$ cat src/slfp_pkg.sv
// ----------------------------------------------------------------------------
// slfp_pkg
// Types, constants and helper functions of the sensor line field parser.
// ----------------------------------------------------------------------------
package slfp_pkg;

  localparam int MAX_LINE = 127;
  localparam int LEN_W    = 7;
  localparam int MAG_W    = 23;
  localparam int VAL_W    = 24;
  localparam int SLOTS    = 4;
  localparam int ACC_W    = MAG_W + 4;

  localparam logic [LEN_W-1:0] LINE_FULL = LEN_W'(MAX_LINE);
  localparam logic [MAG_W-1:0] MAG_MAX   = {MAG_W{1'b1}};

  localparam int SLOT_O2 = 0;
  localparam int SLOT_F  = 1;
  localparam int SLOT_P  = 2;
  localparam int SLOT_T  = 3;

  localparam logic [7:0] CH_CR    = 8'h0D;
  localparam logic [7:0] CH_LF    = 8'h0A;
  localparam logic [7:0] CH_SP    = 8'h20;
  localparam logic [7:0] CH_TAB   = 8'h09;
  localparam logic [7:0] CH_VT    = 8'h0B;
  localparam logic [7:0] CH_FF    = 8'h0C;
  localparam logic [7:0] CH_PLUS  = 8'h2B;
  localparam logic [7:0] CH_MINUS = 8'h2D;
  localparam logic [7:0] CH_DOT   = 8'h2E;
  localparam logic [7:0] CH_COLON = 8'h3A;
  localparam logic [7:0] CH_ZERO  = 8'h30;
  localparam logic [7:0] CH_NINE  = 8'h39;
  localparam logic [7:0] CH_O     = 8'h4F;
  localparam logic [7:0] CH_TWO   = 8'h32;
  localparam logic [7:0] CH_F     = 8'h46;
  localparam logic [7:0] CH_P     = 8'h50;
  localparam logic [7:0] CH_T     = 8'h54;

  typedef enum logic [2:0] {
    PH_IDLE,
    PH_BLANK,
    PH_SIGN,
    PH_INT,
    PH_FRAC,
    PH_DONE
  } phase_t;

  // Adds a digit weight to the magnitude, scaling it by ten first when asked,
  // and saturates at the largest magnitude.
  function automatic logic [MAG_W-1:0] sat_step(input logic [MAG_W-1:0] mag,
                                                input logic scale10,
                                                input logic [9:0] addend);
    logic [ACC_W-1:0] base;
    logic [ACC_W-1:0] sum;
    begin
      if (scale10) begin
        base = {1'b0, mag, 3'b000} + {3'b000, mag, 1'b0};
      end else begin
        base = {4'b0000, mag};
      end
      sum = base + {{(ACC_W-10){1'b0}}, addend};
      if (sum > {4'b0000, MAG_MAX}) begin
        sat_step = MAG_MAX;
      end else begin
        sat_step = sum[MAG_W-1:0];
      end
    end
  endfunction

  function automatic logic [VAL_W-1:0] to_signed(input logic [MAG_W-1:0] mag,
                                                 input logic neg);
    logic [VAL_W-1:0] ext;
    begin
      ext = {{(VAL_W-MAG_W){1'b0}}, mag};
      to_signed = neg ? (VAL_W'(0) - ext) : ext;
    end
  endfunction

endpackage

$ cat src/sensor_line_field_parser.sv
// ----------------------------------------------------------------------------
// sensor_line_field_parser
// Splits received serial bytes into lines and reads the O2, flow and
// temperature readings of each line in hundredths.
// ----------------------------------------------------------------------------
//
//   Channel | Dir | Payload
//   --------+-----+----------------------------------------------------------
//   in_     | in  | tdata[7:0] rx_byte
//   out_    | out | tdata oxygen, flow, temperature (24 b each); tuser parse_ok
//
// One byte is taken per cycle unless the input stalls; each byte is registered
// in the input register and then folded into the line state, and a newline
// loads the result register from there.
// The result register decouples the sides: only a newline that ends a non-empty
// line and finds the previous result still untaken stalls the input.
// Synchronous active-low reset clears the line state and both valid flags.
// ----------------------------------------------------------------------------
module sensor_line_field_parser (
  input  logic        clk,
  input  logic        rst_n,
  input  logic        in_tvalid,
  output logic        in_tready,
  input  logic [7:0]  in_tdata,   // [7:0] rx_byte
  output logic        out_tvalid,
  input  logic        out_tready,
  output logic [71:0] out_tdata,  // [23:0] oxygen, [47:24] flow, [71:48] temperature
  output logic        out_tuser   // [0] parse_ok
);

  localparam int VW = slfp_pkg::VAL_W;
  localparam int MW = slfp_pkg::MAG_W;
  localparam int LW = slfp_pkg::LEN_W;
  localparam int NS = slfp_pkg::SLOTS;

  logic                s1_vld_r, s1_vld_nxt;
  logic [7:0]          s1_byte_r;
  logic [LW-1:0]       len_r, len_nxt;
  logic [15:0]         prev_r, prev_nxt;
  logic [NS-1:0]       seen_r, seen_nxt;
  slfp_pkg::phase_t    phase_r [NS];
  slfp_pkg::phase_t    phase_nxt [NS];
  logic [NS-1:0]       neg_r, neg_nxt;
  logic [MW-1:0]       mag_r [NS];
  logic [MW-1:0]       mag_nxt [NS];
  logic [1:0]          frac_r [NS];
  logic [1:0]          frac_nxt [NS];
  logic                out_vld_r, out_vld_nxt;
  logic [3*VW-1:0]     out_data_r, out_data_nxt;
  logic                out_ok_r, out_ok_nxt;

  logic                produce;
  logic                out_free;
  logic                s1_fire;
  logic [7:0]          c;
  logic                is_digit;
  logic                is_blank;
  logic [3:0]          dig;
  logic                ok;
  logic                flow_f;

  assign c        = s1_byte_r;
  assign is_digit = (c >= slfp_pkg::CH_ZERO) && (c <= slfp_pkg::CH_NINE);
  assign is_blank = (c == slfp_pkg::CH_SP) || (c == slfp_pkg::CH_TAB) ||
                    (c == slfp_pkg::CH_VT) || (c == slfp_pkg::CH_FF);
  assign dig      = c[3:0];

  assign produce  = s1_vld_r && (c == slfp_pkg::CH_LF) && (len_r != '0);
  assign out_free = !out_vld_r || out_tready;
  assign s1_fire  = s1_vld_r && (!produce || out_free);
  assign in_tready = !s1_vld_r || s1_fire;

  assign flow_f = seen_r[slfp_pkg::SLOT_F];
  assign ok     = seen_r[slfp_pkg::SLOT_O2] && seen_r[slfp_pkg::SLOT_T] &&
                  (flow_f || seen_r[slfp_pkg::SLOT_P]);

  assign s1_vld_nxt = (in_tvalid && in_tready) || (s1_vld_r && !s1_fire);

  always_comb begin
    out_vld_nxt  = out_vld_r;
    out_data_nxt = out_data_r;
    out_ok_nxt   = out_ok_r;
    if (out_tready) begin
      out_vld_nxt = 1'b0;
    end
    if (s1_fire && produce) begin
      out_vld_nxt = 1'b1;
      out_ok_nxt  = ok;
      if (ok) begin
        out_data_nxt[VW-1:0] = slfp_pkg::to_signed(mag_r[slfp_pkg::SLOT_O2],
                                                   neg_r[slfp_pkg::SLOT_O2]);
        out_data_nxt[2*VW-1:VW] = flow_f ?
          slfp_pkg::to_signed(mag_r[slfp_pkg::SLOT_F], neg_r[slfp_pkg::SLOT_F]) :
          slfp_pkg::to_signed(mag_r[slfp_pkg::SLOT_P], neg_r[slfp_pkg::SLOT_P]);
        out_data_nxt[3*VW-1:2*VW] = slfp_pkg::to_signed(mag_r[slfp_pkg::SLOT_T],
                                                        neg_r[slfp_pkg::SLOT_T]);
      end else begin
        out_data_nxt = '0;
      end
    end
  end

  always_comb begin
    logic clear;
    logic [NS-1:0] start;
    clear    = 1'b0;
    start    = '0;
    len_nxt  = len_r;
    prev_nxt = prev_r;
    seen_nxt = seen_r;
    neg_nxt  = neg_r;
    for (int i = 0; i < NS; i++) begin
      phase_nxt[i] = phase_r[i];
      mag_nxt[i]   = mag_r[i];
      frac_nxt[i]  = frac_r[i];
    end
    if (s1_fire && (c != slfp_pkg::CH_CR)) begin
      if ((c == slfp_pkg::CH_LF) || (len_r == slfp_pkg::LINE_FULL)) begin
        clear = 1'b1;
      end else begin
        for (int i = 0; i < NS; i++) begin
          case (phase_r[i])
            slfp_pkg::PH_BLANK, slfp_pkg::PH_SIGN, slfp_pkg::PH_INT: begin
              if ((phase_r[i] == slfp_pkg::PH_BLANK) && is_blank) begin
                phase_nxt[i] = phase_r[i];
              end else if ((phase_r[i] == slfp_pkg::PH_BLANK) &&
                           ((c == slfp_pkg::CH_PLUS) || (c == slfp_pkg::CH_MINUS))) begin
                neg_nxt[i]   = (c == slfp_pkg::CH_MINUS);
                phase_nxt[i] = slfp_pkg::PH_SIGN;
              end else if (is_digit) begin
                mag_nxt[i]   = slfp_pkg::sat_step(mag_r[i], 1'b1, 10'(dig) * 10'd100);
                phase_nxt[i] = slfp_pkg::PH_INT;
              end else if (c == slfp_pkg::CH_DOT) begin
                phase_nxt[i] = slfp_pkg::PH_FRAC;
              end else begin
                phase_nxt[i] = slfp_pkg::PH_DONE;
              end
            end
            slfp_pkg::PH_FRAC: begin
              if (!is_digit) begin
                phase_nxt[i] = slfp_pkg::PH_DONE;
              end else if (frac_r[i] == 2'd0) begin
                mag_nxt[i]  = slfp_pkg::sat_step(mag_r[i], 1'b0, 10'(dig) * 10'd10);
                frac_nxt[i] = 2'd1;
              end else if (frac_r[i] == 2'd1) begin
                mag_nxt[i]  = slfp_pkg::sat_step(mag_r[i], 1'b0, 10'(dig));
                frac_nxt[i] = 2'd2;
              end
            end
            default: begin
              phase_nxt[i] = phase_r[i];
            end
          endcase
        end
        if (c == slfp_pkg::CH_COLON) begin
          start[slfp_pkg::SLOT_O2] = (prev_r[15:8] == slfp_pkg::CH_O) &&
                                     (prev_r[7:0] == slfp_pkg::CH_TWO);
          start[slfp_pkg::SLOT_F]  = (prev_r[7:0] == slfp_pkg::CH_F);
          start[slfp_pkg::SLOT_P]  = (prev_r[7:0] == slfp_pkg::CH_P);
          start[slfp_pkg::SLOT_T]  = (prev_r[7:0] == slfp_pkg::CH_T);
        end
        for (int i = 0; i < NS; i++) begin
          if (start[i] && !seen_r[i]) begin
            seen_nxt[i]  = 1'b1;
            phase_nxt[i] = slfp_pkg::PH_BLANK;
            neg_nxt[i]   = 1'b0;
            mag_nxt[i]   = '0;
            frac_nxt[i]  = 2'd0;
          end
        end
        prev_nxt = {prev_r[7:0], c};
        len_nxt  = len_r + LW'(1);
      end
    end
    if (clear) begin
      len_nxt  = '0;
      prev_nxt = '0;
      seen_nxt = '0;
      neg_nxt  = '0;
      for (int i = 0; i < NS; i++) begin
        phase_nxt[i] = slfp_pkg::PH_IDLE;
        mag_nxt[i]   = '0;
        frac_nxt[i]  = 2'd0;
      end
    end
  end

  always_ff @(posedge clk) begin
    if (!rst_n) begin
      s1_vld_r  <= 1'b0;
      out_vld_r <= 1'b0;
      len_r     <= '0;
      prev_r    <= '0;
      seen_r    <= '0;
      neg_r     <= '0;
      for (int i = 0; i < NS; i++) begin
        phase_r[i] <= slfp_pkg::PH_IDLE;
        mag_r[i]   <= '0;
        frac_r[i]  <= 2'd0;
      end
    end else begin
      s1_vld_r  <= s1_vld_nxt;
      out_vld_r <= out_vld_nxt;
      len_r     <= len_nxt;
      prev_r    <= prev_nxt;
      seen_r    <= seen_nxt;
      neg_r     <= neg_nxt;
      for (int i = 0; i < NS; i++) begin
        phase_r[i] <= phase_nxt[i];
        mag_r[i]   <= mag_nxt[i];
        frac_r[i]  <= frac_nxt[i];
      end
    end
  end

  always_ff @(posedge clk) begin
    if (in_tvalid && in_tready) begin
      s1_byte_r <= in_tdata;
    end
    out_data_r <= out_data_nxt;
    out_ok_r   <= out_ok_nxt;
  end

  assign out_tvalid = out_vld_r;
  assign out_tdata  = out_data_r;
  assign out_tuser  = out_ok_r;

endmodule

$ cat config.mk
export PLATFORM = sky130hd
export DESIGN_NAME = sensor_line_field_parser
export DESIGN_NICKNAME = d
export VERILOG_FILES = /design/src/slfp_pkg.sv /design/src/sensor_line_field_parser.sv
export SDC_FILE = /design/constraint.sdc
export NUM_CORES = 1
export LEC_CHECK = 0
export ABC_AREA = 1
export BUFFER_PORTS_ARGS = -buffer_cell sky130_fd_sc_hd__buf_2
export CAP_MARGIN = 5
export CORE_AREA = 5 5 215 217
export DETAILED_ROUTE_END_ITERATION = 8
export DIE_AREA = 0 0 220 222
export PLACE_DENSITY = 0.77
export SYNTH_ARGS = -nofsm -noshare
export SYNTH_HDL_FRONTEND = slang
export SYNTH_SLANG_ARGS = --single-unit
$ cat constraint.sdc
create_clock -name clk -period 12 [get_ports clk]
set_input_delay 2.4 -clock clk [delete_from_list [all_inputs] [get_ports clk]]
set_output_delay 2.4 -clock clk [all_outputs]
set_load 0.02 [all_outputs]
======== After elaboration in Yosys (flattened, before gate mapping) ========
Memories as Yosys holds them, arrays and structs flattened.
Index checks and enable logic that the tools add are counted.
cells by class
  multiplexer cells ....................... 205
  shift operators ......................... 0
  reduce and logical (&&, ||, !) cells .... 71
  multiply operators ...................... 2
  magnitude comparators ................... 14
  eq/ne operators ......................... 40
  div/mod/pow operators ................... 0
  bitwise logic cells ..................... 14
  add/subtract/negate cells ............... 21
operator list
  cell                     count
  $mux W27                 68
  $mux W23                 46
  $gt A27 B23 Y1 const B   12
  $mux W92                 3
  $pmux W23 S2             4
  $add A26 B24 Y27         4
  $add A27 B10 Y27         4
  $add A27 B4 Y27          4
  $add A27 B8 Y27          4
  $sub A1 B23 Y24 const A  4
  $mux W24                 3
  $mux W3                  21
  $eq A8 B6 Y1 const B     6
  $mux W2                  24
  $mux W12                 3
  $eq A8 B4 Y1 const B     4
  $eq A8 B7 Y1 const B     4
  $eq A3 B2 Y1 const B     8
  $mux W8                  3
  $pmux W3 S2              4
  $logic_and A1 B1 Y1      23
  $mux W1                  23
  $reduce_and A5 Y1        4
  $reduce_bool A2 Y1       9
  other kinds (22)         75
word-level totals
  RAM bits ................................ 112
  output and inout bits ................... 75
  memory bits (read-only) ................. 0
  memories ................................ 3
  register bits ........................... 114
  input port bits ......................... 12
  logic and storage cells ................. 387
  bits in latches ......................... 0
memories
  memory   words  width  rd ports  clocked after memory_dff  write ports  line                            text
  mag_r    4      23     4         0                         4            sensor_line_field_parser.sv:44  logic [MW-1:0] mag_r [NS];
  phase_r  4      3      4         0                         4            sensor_line_field_parser.sv:41  slfp_pkg::phase_t phase_r [NS];
  frac_r   4      2      4         0                         4            sensor_line_field_parser.sv:46  logic [1:0] frac_r [NS];

======== Logic depth before layout (Yosys ltp) ========
Gate-level depths: netlist (run 1).
  depth after elaboration ................. 21
  mapped depth ............................ 25

======== Worst setup path before layout (run 1) ========
OpenSTA, ideal clock, no wires.
  kind .................................... in2reg
  start point ............................. input port out_tready
  end point ............................... register out_data_r[0], in the netlist out_tdata[0] (enable)
  library setup time ...................... 594 ps
  stages on the path ...................... 2
  setup slack ............................. 3960 ps
  data arrival time ....................... 7446 ps
  cell sequence ........................... nor2_1 > nor3_1
between the ends
  cells in the longest elaborated chain, start to end .. 4
RTL lines
  item                  line                             text
  from (decl)           sensor_line_field_parser.sv:26   input logic out_tready,
  $logic_or A1 B1 Y1    sensor_line_field_parser.sv:69   assign out_free = !out_vld_r || out_tready;
  $logic_or A1 B1 Y1    sensor_line_field_parser.sv:70   assign s1_fire = s1_vld_r && (!produce || out_free);
  $logic_and A1 B1 Y1   sensor_line_field_parser.sv:70
  $logic_and A1 B1 Y1   sensor_line_field_parser.sv:86   if (s1_fire && produce) begin
  to (signal assigned)  sensor_line_field_parser.sv:220  out_data_r <= out_data_nxt;
  to (decl)             sensor_line_field_parser.sv:49   logic [3*VW-1:0] out_data_r, out_data_nxt;
Every way passes these cells.
A chain may end at the register's enable or synchronous reset.

==> run metrics, run 1 <==
post-route ant nets=0; period utilisation layout=48.4%; status=completed; slowest cell delay on critical path=970 ps; pin count of the biggest net entering global routing=approximately 90; Port Buf Inserts=86; Post-CTS Setup Bufs=0; worst-path cell chain=buf_4, inv_1, ha_1, ha_1, inv_1, fa_1, xnor2_1, ha_1, nand2_1, o21a_1, nand2_1, nand3_2, nor2_4, nand2_2, nor2_1, nand2_1, nand2_1, nand3_1, nor2_2, nand3_1, nand2_1, a21oi_1; Worst slew margin=about 18%; Worst-path clk slew=approximately 60 ps; DR iter-0 viols=between 2000 and 2500; Max Cap Violations=0; Synth warnings=0; FMAX=roughly 0.17 GHz; Post-layout nets=4383; WP data required=between 10000 and 15000 ps; root buffer cell=clkbuf_16; CTS tree=done; CTS max path bufs=3; worst clock skew=approximately 33 ps; first-pass GRT wire length=around 120 mm; CP max FO=25; share of synthesized registers carrying an async set or reset=0%; via count=~27000; FF+latch count, synth=approximately 230; hold_sp=frac_r[1][0]; Resize count post-CTS=0; CTS buffer count=26; Core ar.=0.0439 mm2; CTS HTree Levels=1; most frequent cell after synthesis=nand2_1; die area=~0.049 mm2; Post-synth EDFFs=81; IO Count=87; routed len/inst=15.6 um; design area=approximately 0.028 mm2; worst flop-to-flop path startpoint=c[1]; TritonRoute pass-1 iters=6; Leakage=approximately 12 nW; Setup violations, final=0; clk_lat worst skew=between 500 and 600 ps; DRT Wirelength=roughly 74 mm; worst hold path type=flop to flop; kind of cell adding the most delay to the critical path=simple AND/OR/NAND/NOR gates; vias in the first global route=~25000; Pwr Density=around 68 mW/mm2; Die Height=~220 um; Starting Density=approximately 59%; initial antenna violation count=0; Crit Path Category=flop to flop; Peak VDD IR=~110 uV; Post-DP Area=roughly 0.027 mm2; Post-synth top cells=nand2_1, inv_1, a21oi_1, nand3_1, nor2_1; synthesized area=0.0260 mm2; Chip Width=220 um; Crit. Startpoint=c[1]; synthesized area per cell=6.23 um2; Cells after Synth=approximately 4200; remaining global-route overflow=0; CP most frequent cell=nand2_1; # diodes=0; Area contributors post-synth=nand2_1, dfxtp_1, edfxtp_1; # fillers=around 4300; Critical Path AT=6200 ps; synth-to-layout area growth=5.79%; Critical Path Start Type=flop; Cell Rows=77; final slew viol count=0; Yosys top cell area share=15.5%; share of layout cells above drive strength 1=just under 7%; Slew @ Worst Pin=between 1000 and 1500 ps; Buf/Inv on CP=3; hold buffers post-CTS=0; area leader, netlist=nand2_1; Tmin final=about 5800 ps; GRT Util Overall=between 20 and 30%; setup TNS=0 ps; hpwl dp=between 50 and 60 mm; unrepaired setup endpoints after global routing=false; Vias/cell=between 5 and 6; critical path's slowest cell=xnor2_1; Worst setup EP type=flop; share of the yosys chip area belonging to registers=20.5%; Fin. Hold Viols=0; DRC=0; Most used DFF post-synth=dfxtp_1; clock sink count=roughly 230; Netlist cell types=between 50 and 60; Placer Congestion=0.948; Mapped Nets=between 4000 and 5000
## sequential cells by signal, indices dropped and copies added, names as in the netlist
name	count
c	8
frac_r	8
len_r	7
mag_r	92
neg_r	4
out_tdata	72
out_tuser	1
out_tvalid	1
phase_r	12
prev_r	16
s1_vld_r	1
seen_r	4
## stage by stage
step                      hold slack [ps]  setup WS (ps)  instances  total power, mW  util, %
after global placement                452           6450       4733             1.04     60.6
final                                 463           6190       4781             1.86     62.6
after global routing                  492           5790       4781             1.93     62.6
after floorplan                       434           3960       4176            0.981        -
after detailed placement              456           6340       4733             1.04     60.6
after CTS                             465           6290       4781             1.87     62.6
## metal layers
metal / wire [um] / track usage [%] / vias to the layer above / part of all wire, %
li1: - / - / 13800 / -
met1: 33100 / 40.6 / 12300 / 45
met2: 33400 / 47.8 / 1014 / 45
met3: 5100 / 3.81 / 173 / 6.8
met4: 2800 / 9.72 / 0 / 3.8
met5: 0 / 0 / - / 0
## area by class of cell
type	instances	area, um2	share of cell area, %
Multi-Input combinational cell	3313	18100	65.9
Timing Repair Buffer	100	536	1.95
Sequential cell	226	5340	19.4
Clock buffer	35	778	2.83
Inverter	502	1880	6.85
Tap cell	592	741	2.69
Clock inverter	13	119	0.432
## where the power goes
part | internal [mW] | switching (mW) | leakage [nW]
Combinational | 0.0798 | 0.148 | 10.0
Sequential | 0.795 | 0.00751 | 1.93
Clock | 0.480 | 0.352 | 0.444
Total | 1.35 | 0.508 | 12.4
## cell usage in the layout (no fill, tap or decap), types with 5 or more instances in the layout
| master | count |
|---|---|
| xnor2_1 | 39 |
| or2_2 | 7 |
| dfxtp_1 | 145 |
| nor2_2 | 27 |
| nand2_1 | 1070 |
| a211oi_1 | 7 |
| o21a_1 | 6 |
| ha_1 | 184 |
| fa_1 | 18 |
| buf_4 | 14 |
| inv_2 | 24 |
| nand3_2 | 20 |
| edfxtp_1 | 81 |
| a21oi_1 | 463 |
| nor2_1 | 338 |
| o22ai_1 | 12 |
| clkbuf_16 | 29 |
| nor3_2 | 14 |
| and2_1 | 5 |
| nor4_1 | 23 |
| o21bai_1 | 6 |
| nor3_1 | 114 |
| o211ai_1 | 5 |
| inv_1 | 474 |
| xor2_1 | 206 |
| nand2_2 | 22 |
| o21ai_0 | 204 |
| o21ai_1 | 24 |
| nand4_1 | 54 |
| buf_2 | 86 |
| o31ai_1 | 5 |
| nor2_4 | 9 |
| nand3_1 | 352 |
| clkinv_2 | 6 |
| nand3b_1 | 29 |
| a31oi_1 | 14 |
## worst reg2reg max path, cell delays in order, from the launching register on
cell	delay, ps
edfxtp_1	330
buf_4	400
inv_1	380
ha_1	400
ha_1	160
inv_1	50
fa_1	370
xnor2_1	970
ha_1	380
nand2_1	90
o21a_1	190
nand2_1	120
nand3_2	120
nor2_4	150
nand2_2	90
nor2_1	150
nand2_1	70
nand2_1	60
nand3_1	90
nor2_2	730
nand3_1	170
nand2_1	110
a21oi_1	60
## kinds of logic (layout without fill, tap and decap cells)
logic type	count (synthesis)	in the layout	share of synthesized area, %
fa+ha+maj	202	202	10.2
flops	226	226	20.5
xor+xnor	247	247	8.37
buf+inv	637	650	9.92
simple gates	2094	2094	35.4
compound gates	770	770	15.6
## worst paths after layout
check	endpoint	slack, ps	cells past startpoint
setup / recovery	mag_r[2][20]	6190	22
hold / removal	frac_r[1][0]	460	2
setup reg to reg	mag_r[2][20]	6190	22
hold reg to reg	frac_r[1][0]	460	2
Note: power is estimated with default switching activity, not from simulation.
==> inputs of run 2 (changes only) <==
- CORE_AREA: 5 5 215 217 -> 5 5 216 218
- DIE_AREA: 0 0 220 222 -> 0 0 221 223
- PLACE_DENSITY: 0.77 -> 0.79
- clock period: 12 -> 4.7 ns (I/O delays scaled with it)
==> run metrics, run 2 (same netlist as run 1, synthesis figures left out) <==
status=completed; first-pass GRT wire length=126 mm (+2.4%); Post-layout nets=4413 (+0.68%); Cell Rows=78 (+1.3%); worst r2r dst=mag_r[1][2]; IO Count=87 (unchanged); wire length on met1=33.7 mm (+1.7%); TritonRoute pass-1 iters=6 (unchanged); setup TNS=0 ps (unchanged); clk_lat worst skew=580 ps (about the same); Placer Congestion=1.00 (+5.5%); root buffer cell=clkbuf_16; DR WL met3=5.58 mm (+9.4%); routed len/inst=16.0 um (+2.6%); Critical Path AT=4840 ps (-1360 ps); DR top layer=met4; CTS HTree Levels=1 (unchanged); pin count of the biggest net entering global routing=74 (-16%); CTS buffer count=26 (unchanged); remaining global-route overflow=0 (unchanged); CTS max path bufs=3 (unchanged); Critical Path Start Type=flop; Setup violations, final=0 (unchanged); Post-DP Area=0.0269 mm2 (+0.90%); most common cell after layout, fill and taps aside=nand2_1; Die Height=223 um (+0.45%); most frequent cells in the layout=nand2_1, inv_1, a21oi_1; worst hold path type=flop to flop; Top reg by flops=mag_r; Leakage=12.5 nW (+1.2%); period utilisation layout=94.3% (+46 points); DRC=0 (unchanged); Pwr Density=172 mW/mm2 (+150%); met2 routed WL=34.4 mm (+3.2%); Core ar.=0.0447 mm2 (+1.7%); Worst slew margin=47.1% (+29 points); max reg flops=92 (unchanged); depth of the worst register-to-register path=22 (unchanged); WP data required=5110 ps (-7280 ps); unrepaired setup endpoints after global routing=false; via count=27700 (+1.3%); R2R Setup Slk=270 ps (-5920 ps); Chip Width=221 um (+0.45%); Hold Crit Depth=2 (unchanged); Starting Density=58.2% (-1.0 points); hold_sp=prev_r[11]; post-route ant nets=0 (unchanged); design area=0.0278 mm2 (+1.0%); final slew viol count=0 (unchanged); DR iter-0 viols=2560 (+4.7%); share of layout cells above drive strength 1=7.44% (+0.69 points); final hold slack=467 ps (+3.83 ps); worst flop-to-flop path startpoint=c[3]; fin cells=4819 (+0.79%); vias in the first global route=25600 (+2.7%); Tmin final=4430 ps (-1380 ps); CP max FO=11 (-56%); initial antenna violation count=1 (+1); Worst-path clk slew=60 ps (about the same); worst clock skew=21.5 ps (-11.6 ps); Power Total=4.78 mW (+160%); Port Buf Inserts=86 (unchanged); placed cells=4769 (+0.76%); Vias/cell=5.74 (+0.53%); hpwl dp=59.1 mm (+3.1%); Peak VDD IR=214 uV (+100%); # fillers=4399 (+1.9%); clock sink count=226 (unchanged); FMAX=0.226 GHz (+31%); die area=0.0493 mm2 (+0.91%); DRT Wirelength=76.9 mm (+3.4%); Crit Path Category=flop to flop; synth-to-layout area growth=6.86%; Worst setup EP type=flop; GRT Util Overall=29.6% (+0.094 points); Max Cap Violations=0 (unchanged); Fin. Hold Viols=0 (unchanged); Hold Path Sink=prev_r[11]; Slew @ Worst Pin=791 ps (-431 ps); CTS tree=done
==> run 2: per-layer routing <==
| metal | up-vias | GRT usage [%] |
|---|---|---|
| li1 | 13900 | - |
| met1 | 12400 | 39.2 |
| met2 | 1144 | 49.3 |
| met3 | 206 | 4.03 |
| met4 | 0 | 11.0 |
| met5 | - | 0 |
==> run 2: worst max path at each step <==
stage / from / endpoint / slack, ps
after floorplan: c[1] / mag_r[3][21] / 150
after global placement: c[1] / mag_r[0][4] / 440
after detailed placement: c[1] / mag_r[1][17] / 270
after CTS: c[1] / mag_r[1][17] / 250
after global routing: c[1] / mag_r[3][7] / 3
final: c[3] / mag_r[1][2] / 270
==> run 2: final cells by class <==
class	count	area (um2)	share of cell area, %
antenna	1	2.50	0.00900
clock buffer	41	813	2.93
clock inverter	6	66.3	0.239
inverter	502	1880	6.78
multi-input combinational	3315	18200	65.4
sequential	226	5340	19.2
tap	600	751	2.70
timing repair buffer	128	758	2.73
==> run 2: timing repair <==
| action | CTS | global route |
|---|---|---|
| resized for setup | 0 | 8 |
| setup endpoints to repair | 0 | 54 |
| hold buffers | 0 | 0 |
| buffers inserted | 0 | 0 |
==> run 2: report_power, final <==
| part | internal (mW) | switching, mW | total, mW |
|---|---|---|---|
| Sequential | 2.03 | 0.0147 | 2.04 |
| Clock | 1.24 | 0.883 | 2.12 |
| Combinational | 0.223 | 0.393 | 0.616 |
==> run 2: critical path, cell delays in order (launching register included) <==
cell	delay (ps)
edfxtp_1	550
inv_1	160
ha_1	310
ha_1	360
nand3_1	110
nand2_1	60
xnor2_1	130
buf_4	210
ha_1	380
nand2_1	90
nor3_1	150
a21oi_1	140
nand3b_1	210
inv_1	100
nand3_2	120
nor2_4	150
nand3_1	80
nand2_1	70
nand2_1	130
nor2_2	460
nand3_1	140
nand2_1	100
a21oi_1	60
==> run 2: stage by stage <==
stage | util, % | setup slack (ps)
final | 62.2 | 269
after global routing | 62.2 | 3.45
after CTS | 62.1 | 247
after detailed placement | 60.1 | 272
after global placement | 60.1 | 444
after floorplan | - | 147
